<file path="config.mk">
export PLATFORM = sky130hd
export DESIGN_NAME = dvrt_front
export DESIGN_NICKNAME = d
export VERILOG_FILES = /design/src/hw/rtl/dvrt_pkg.sv /design/src/hw/rtl/dvrt_front.sv
export SDC_FILE = /design/constraint.sdc
export NUM_CORES = 1
export LEC_CHECK = 0
export ABC_AREA = 0
export BUFFER_PORTS_ARGS = -buffer_cell sky130_fd_sc_hd__buf_2
export CAP_MARGIN = 10
export CORE_ASPECT_RATIO = 2
export CORE_UTILIZATION = 51
export DETAILED_ROUTE_END_ITERATION = 10
export PLACE_DENSITY = 0.79
export SLEW_MARGIN = 10
export SYNTH_ARGS = -nofsm -noshare
export SYNTH_HDL_FRONTEND = slang
export SYNTH_SLANG_ARGS = --single-unit
</file>
<file path="constraint.sdc">
create_clock -name clk -period 2.3 [get_ports clk]
set_clock_uncertainty 0.1 [all_clocks]
set_input_delay 0.23 -clock clk [delete_from_list [all_inputs] [get_ports clk]]
set_output_delay 0.23 -clock clk [all_outputs]
set_load 0.005 [all_outputs]
</file>
<file path="src/hw/rtl/dvrt_pkg.sv">
// ----------------------------------------------------------------------------
// dvrt_pkg
// shared constants, word types and command encoding of the route table
// ----------------------------------------------------------------------------
package dvrt_pkg;

	localparam int NODES   = 16;
	localparam int NODE_W  = $clog2(NODES);
	localparam int CNT_W   = $clog2(NODES + 1);
	localparam int COST_W  = 30;
	localparam int LIFE_W  = 16;
	localparam int CFG_W   = 16;
	localparam int CIDX_W  = 3;
	localparam int MAT_D   = NODES * NODES;
	localparam int MAT_AW  = 2 * NODE_W;
	localparam int QDEPTH  = 4;
	localparam int QAW     = $clog2(QDEPTH);

	localparam logic [COST_W-1:0] INF_COST = COST_W'(999999999);

	// input kinds
	localparam logic [1:0] KIND_INIT = 2'd0;
	localparam logic [1:0] KIND_RECV = 2'd1;
	localparam logic [1:0] KIND_TICK = 2'd2;
	localparam logic [1:0] KIND_ADV  = 2'd3;

	// result kinds
	localparam logic [1:0] RK_INIT = 2'd0;
	localparam logic [1:0] RK_UPD  = 2'd1;
	localparam logic [1:0] RK_TICK = 2'd2;
	localparam logic [1:0] RK_ADV  = 2'd3;

	// configuration register indexes
	localparam logic [CIDX_W-1:0] CFG_SELF     = 3'd0;
	localparam logic [CIDX_W-1:0] CFG_MASK     = 3'd1;
	localparam logic [CIDX_W-1:0] CFG_LIFETIME = 3'd2;
	localparam logic [CIDX_W-1:0] CFG_AGE      = 3'd3;
	localparam logic [CIDX_W-1:0] CFG_POISON   = 3'd4;

	typedef struct packed {
		logic [1:0]        kind;
		logic [3:0]        from_node;
		logic [3:0]        dest_node;
		logic [COST_W-1:0] adv_cost;
		logic              last_entry;
		logic [3:0]        target_node;
	} in_word_t;

	typedef struct packed {
		logic [1:0]        result_kind;
		logic [3:0]        entry_dest;
		logic [COST_W-1:0] entry_cost;
		logic              final_item;
		logic              table_changed;
		logic              route_expired;
	} out_word_t;

	typedef enum logic [1:0] {OP_INIT, OP_RECV, OP_TICK, OP_ADV} op_t;

	typedef struct packed {
		op_t               op;
		logic [3:0]        from_node;
		logic [3:0]        dest_node;
		logic [COST_W-1:0] adv_cost;
		logic              last_entry;
		logic [3:0]        target_node;
		logic              from_self;
		logic              cost_inf;
	} cmd_t;

	typedef struct packed {
		logic [3:0]  self_node;
		logic [15:0] neighbor_mask;
		logic [14:0] route_lifetime;
		logic [14:0] age_step;
		logic        poison_reverse;
	} cfg_t;

endpackage

</file>
<file path="src/hw/rtl/dvrt_front.sv">
// ----------------------------------------------------------------------------
// dvrt_front
// accepts command words, decodes them and queues them for the back end
// ----------------------------------------------------------------------------
module dvrt_front (
	input  logic             clk,
	input  logic             arst_n,
	input  logic             start,
	input  dvrt_pkg::in_word_t item,
	input  logic [3:0]       self_node,
	input  logic             pop,
	output logic             busy,
	output logic             cmd_valid,
	output dvrt_pkg::cmd_t   cmd
);
	import dvrt_pkg::*;

	cmd_t             q_q [QDEPTH];
	logic [QAW-1:0]   wr_ptr_q;
	logic [QAW-1:0]   rd_ptr_q;
	logic [QAW:0]     cnt_q;
	cmd_t             dec;
	logic             push;
	logic             do_pop;

	// classify the incoming word
	always_comb begin
		dec.from_node   = item.from_node;
		dec.dest_node   = item.dest_node;
		dec.adv_cost    = item.adv_cost;
		dec.last_entry  = item.last_entry;
		dec.target_node = item.target_node;
		dec.from_self   = (item.from_node == self_node);
		dec.cost_inf    = (item.adv_cost == INF_COST);
		case (item.kind)
			KIND_INIT: dec.op = OP_INIT;
			KIND_RECV: dec.op = OP_RECV;
			KIND_TICK: dec.op = OP_TICK;
			default:   dec.op = OP_ADV;
		endcase
	end

	assign busy      = (cnt_q == (QAW+1)'(QDEPTH));
	assign cmd_valid = (cnt_q != '0);
	assign cmd       = q_q[rd_ptr_q];
	assign push      = start && !busy;
	assign do_pop    = pop && cmd_valid;

	// queue storage
	always_ff @(posedge clk) begin
		if (push) begin
			q_q[wr_ptr_q] <= dec;
		end
	end

	// queue pointers
	always_ff @(posedge clk or negedge arst_n) begin
		if (!arst_n) begin
			wr_ptr_q <= '0;
			rd_ptr_q <= '0;
			cnt_q    <= '0;
		end else begin
			if (push) begin
				wr_ptr_q <= wr_ptr_q + 1'b1;
			end
			if (do_pop) begin
				rd_ptr_q <= rd_ptr_q + 1'b1;
			end
			case ({push, do_pop})
				2'b10:   cnt_q <= cnt_q + 1'b1;
				2'b01:   cnt_q <= cnt_q - 1'b1;
				default: cnt_q <= cnt_q;
			endcase
		end
	end

endmodule

</file>
# After elaboration in Yosys (flattened, before gate mapping)
# Memory sizes are Yosys's and may differ from the RTL's.
# Index checks and enable logic that the tools add are counted.
classes:
  addsub: 4
  mul: 0
  n_div: 0
  magnitude_cmp: 0
  n_eq_ne: 7
  shifts: 0
  muxes: 4
  bitwise_logic: 0
  n_reduce_logical: 6
ops:
  columns: ["cell", "count"]
  rows:
  - ["$eq 30x30->1 const B", 1]
  - ["$pmux 2 s3", 1]
  - ["$pmux 3 s2", 1]
  - ["$add 2x1->2 const B", 2]
  - ["$eq 2x1->1 const B", 2]
  - ["$eq 2x2->1 const B", 2]
  - ["$eq 4x4->1", 1]
  - ["$add 3x1->3 const B", 1]
  - ["$eq 3x3->1 const B", 1]
  - ["$reduce_bool 3->1", 1]
  - ["$sub 3x1->3 const B", 1]
  - ["$logic_and 1x1->1", 2]
  - ["$logic_not 2->1", 1]
  - ["$mux 1", 2]
  - ["$reduce_bool 2->1", 1]
  - ["$logic_not 1->1", 1]
word_totals:
  register_bits: 7
  latchBits: 0
  ramBits: 188
  rom_bits: 0
  in_bits: 53
  out_inout_bits: 49
  word_cells: 25
  mem_count: 1
memory_table:
  columns: ["memory", "depth", "word_bits", "read_ports", "rd_clocked_by_memory_dff", "write_ports", "line", "text"]
  rows:
  - ["q_q", 4, 47, 1, 0, 1, "dvrt_front.sv:18", "cmd_t q_q [QDEPTH];"]

# Longest topological paths before layout
depth:
  word_depth: 5
  mapped_depth: 9
  depth_no_buf: 9

# Least setup slack after synthesis
# Ideal clock, no wire load.
synth_timing:
  kind: "register to register"
  startpoint: "reg cnt_q[2]"
  endpoint: "mem q_q[0][0] in the netlist's numbering, enable pin"
  setup_time_ns: 0.409
  arrival_ns: 2.037
  t_required_ns: 1.791
  path_slack_ns: -0.246
  path_stages_with_launch: 4
  path_buffers: 0
  period_less_slack_ns: 2.546
  cell_sequence: "dfrtp_1 -> nor3b_1 -> nor2b_1 -> and2_1"
synth_via:
  elab_chain_cells: 5
synth_rtl:
  columns: ["element", "line", "text"]
  rows:
  - ["start, declared", "dvrt_front.sv:21", "logic [QAW:0] cnt_q;"]
  - ["start signal, assigned", "dvrt_front.sv:70", "2'b10: cnt_q <= cnt_q + 1'b1;"]
  - ["start signal, assigned", "dvrt_front.sv:71", "2'b01: cnt_q <= cnt_q - 1'b1;"]
  - ["start signal, assigned", "dvrt_front.sv:72", "default: cnt_q <= cnt_q;"]
  - ["$eq 3x3->1", "dvrt_front.sv:43", "assign busy = (cnt_q == (QAW+1)'(QDEPTH));"]
  - ["via busy", "dvrt_front.sv:12", "output logic busy,"]
  - ["$logic_not 1->1", "dvrt_front.sv:46", "assign push = start && !busy;"]
  - ["$logic_and 1x1->1", "dvrt_front.sv:46", null]
  - ["$mux 1", "dvrt_front.sv:51", "if (push) begin"]
  - ["$mux 1 (implied by the code)", "dvrt_front.sv:52", "q_q[wr_ptr_q] <= dec;"]
  - ["end, declared", "dvrt_front.sv:18", null]
# The timed path passes the listed nets, and every way through them passes these cells.

# Worst setup path in the final report
layout_timing:
  startpoint: "reg cnt_q[0]"
  endpoint: "reg cnt_q[2]"
layout_via:
  elab_chain_cells: 5
  elab_cells_between_ends: 11
  classes_between: "add/sub (2); eq/ne (3); mux (1); reduce/logical (5)"
layout_rtl:
  columns: ["element", "line", "text"]
  rows:
  - ["$eq 3x3->1", "dvrt_front.sv:43", null]
  - ["$logic_not 1->1", "dvrt_front.sv:46", null]
  - ["$logic_and 1x1->1", "dvrt_front.sv:46", null]
  - ["$eq 2x1->1 / $eq 2x2->1 (equally long branches)", "dvrt_front.sv:69", "case ({push, do_pop})"]
  - ["$pmux 3 s2 / $reduce_bool 2->1 (equally long branches)", null, null]
# Parallel ways exist; a longest one is shown, timed or not.
# A chain may end at the register's enable or synchronous reset.

==> results.toml <==
[worst_setup_path]
cp-end-kind = "flop"
cp-start-kind = "flop"
slowest_stage = "dfrtp_1"
path_buf_inv = 2
worst-path-stages = 9
worst-setup-path-type = "flop to flop"
max_stage_delay_ns = 0.45
critPathRequiredTime_ns = 2.55
rr_startpoint = "cnt_q[0]$_DFFE_PN0P_"
r2r_cells = 9
critPathTopFamily = "adder cells"
startpoint = "cnt_q[0]$_DFFE_PN0P_"
crit_fanout = 7
critical_path_arrival_ns = 2.43
cp_cell_sequence = "nor3b_2 > nor2b_2 > inv_1 > ha_1 > inv_1 > fa_1 > xor2_1 > nor2_1 > xor2_1"

[cts]
cts_made_buffers = 17
clk_latency_ns = 0.43
clockRootBuffer = "clkbuf_16"
cts_tree = "yes"
cts_buffer_depth = 2
path_clk_slew_ns = 0.07
clock_sinks = 195
h-tree-depth = 4

[yosys]
yosys.area.top_type = "edfxtp_1"
syn_inst = 300
yosysUniqueCellTypes = 29
ys_warn_count = 0
synth_top_area_share_pct = 77.14
ys.flop_type = "edfxtp_1"
syn_avg_cell_area_um2 = 24.39
ys_ff_latch = 195
synth.cell_area_um2 = 7318
synthArstFlopShare_pct = 3.590
seq_area_frac_synth_pct = 79.53
synth_edf_count = 188
syn-num-nets = 359
synth_area_leaders = "edfxtp_1 (77%), mux4_2 (14%), dfrtp_1 (2.4%)"

[worst_hold_path]
hp-class = "input pin to async pin"

[die]
die_w_um = 86.71
core_area_um2 = 13970
ios = 102
rows = 61
die_height_um = 171.4
die-area_um2 = 14860
start_util_pct = 52.40

[cells_and_area]
multi_input_area_um2 = 1416
layout.nets = 528
regArea_um2 = 5826
mostFrequentLayoutCell = "edfxtp_1"
fin_cells = 671
antennaDiodeCount = 0
final_cell_mix = "edfxtp_1 (188), buf_2 (101), mux4_2 (47)"
nFillCells = 921
drive_gt1_share_pct = 42.74
area.growth.synth_to_final_pct = 26.36

[global_routing]
globalRouteOverflowTotal = 0
grt_max_degree = 29
grt_usage_pct = 19.99
antenna_found_initial = 0
first_global_vias = 3892
grt_first_pass_wirelength_um = 20560

[timing]
worst_slew_pin_slew_ns = 0.5238
hold_violations = 0
finalSetupViolations = 0
setup_tns_ns = 0
layout_min_cycle_time_ns = 2.180
drv_slew = 0
max_freq_mhz = 458.6
period_share_pct = 94.80
slew_headroom_pct = 64.75

[place]
post-place-cells = 591
place_congestion = 0.7424
port_buffers = 101
dp_hpwl_um = 8305

[pwr]
power_density_nw_per_um2 = 1196
vdd_drop_max_mv = 0.7910
power_leakage_nw = 3.242

[routing]
wl_um = 13770
drt-initial-drc-count = 196
via_per_inst = 5.371
wl_per_cell_um = 20.52
dr_total_vias = 3604
ant_nets = 0
drc = 0
first_pass_iters = 4

[status]
status = "completed"

[job]
maxCapViolations = 0
## state kept, by name, summed over array words and instances, names as in the netlist
name,cells
cnt_q,3
q_q,188
rd_ptr_q,2
wr_ptr_q,2
## worst register-to-register path: stages, from the launching register on
cell	delay [ns]
dfrtp_1	0.45
nor3b_2	0.27
nor2b_2	0.12
inv_1	0.08
ha_1	0.19
inv_1	0.06
fa_1	0.39
xor2_1	0.17
nor2_1	0.12
xor2_1	0.16
## cell usage after synthesis, drive strengths merged (2+ instances only)
cell type,count
inv,6
mux4,47
nor4,2
nand4b,4
buf,6
and2,4
clkbuf,7
xnor2,3
ha,5
xor2,7
dfrtp,7
edfxtp,188
## timing repair
| item | in CTS | in global routing |
|---|---|---|
| setup endpoints to repair | 30 | 1 |
| endpoints found under the hold margin | 187 | 0 |
| hold buffers | 46 | 0 |
| setup buffers | 2 | 0 |
| resized for setup | 0 | 2 |
## area by class of cell
cell class                      count  share of cell area [%]
Sequential cell                   195                   63.00
Multi-Input combinational cell     86                   15.32
Timing Repair Buffer              163                   12.56
Clock buffer                       17                   4.600
Tap cell                          189                   2.557
Clock inverter                     15                   1.732
Inverter                            6                  0.2435
## logic make-up (layout without fill, tap and decap cells)
family / Yosys count / count (layout) / share of synthesized area (%)
xor+xnor: 10 / 10 / 1.197
fa+ha+maj: 6 / 6 / 1.128
flops: 195 / 195 / 79.53
simple gates: 20 / 20 / 1.983
mux: 49 / 49 / 14.75
compound gates: 1 / 1 / 0.1197
buf+inv: 19 / 201 / 1.282
## stage by stage
stage	setup slack [ns]	hold WS [ns]	total power [W]	cell area [um^2]	util [%]
after global placement	0.2632	-0.03164	0.008085	8179	58.56
final	0.1197	0.05967	0.01106	9248	66.21
after CTS	0.02134	0.04969	0.01116	9240	66.16
after global routing	-0.01764	0.05753	0.01158	9248	66.21
after floorplan	0.2300	-0.1656	0.006844	7323	-
after detailed placement	0.05397	-0.02380	0.008227	8179	58.56
## per-layer routing
metal	routed length, um	global-route usage (%)	share of wire [%]
met5	0	0	0
met1	5036	21.64	37
met4	342	8.623	2.5
met2	7956	36.34	58
met3	434	5.134	3.2
## final timing paths
check | end | slack [ns]
worst min-delay path | cnt_q[2]$_DFFE_PN0P_ | 0.06
worst max-delay path | cnt_q[2]$_DFFE_PN0P_ | 0.12
worst min register to register | cnt_q[2]$_DFFE_PN0P_ | 0.46
worst max register to register | cnt_q[2]$_DFFE_PN0P_ | 0.12
min in group clk | rd_ptr_q[1]$_DFFE_PN0P_ | 0.16
max in group asynchronous | rd_ptr_q[0]$_DFFE_PN0P_ | 1.85
## power breakdown
part           switching [W]  internal, W
clock network        0.00140      0.00146
registers           0.000233      0.00470
logic                0.00158      0.00168
Power figures use the tool's default switching activity.
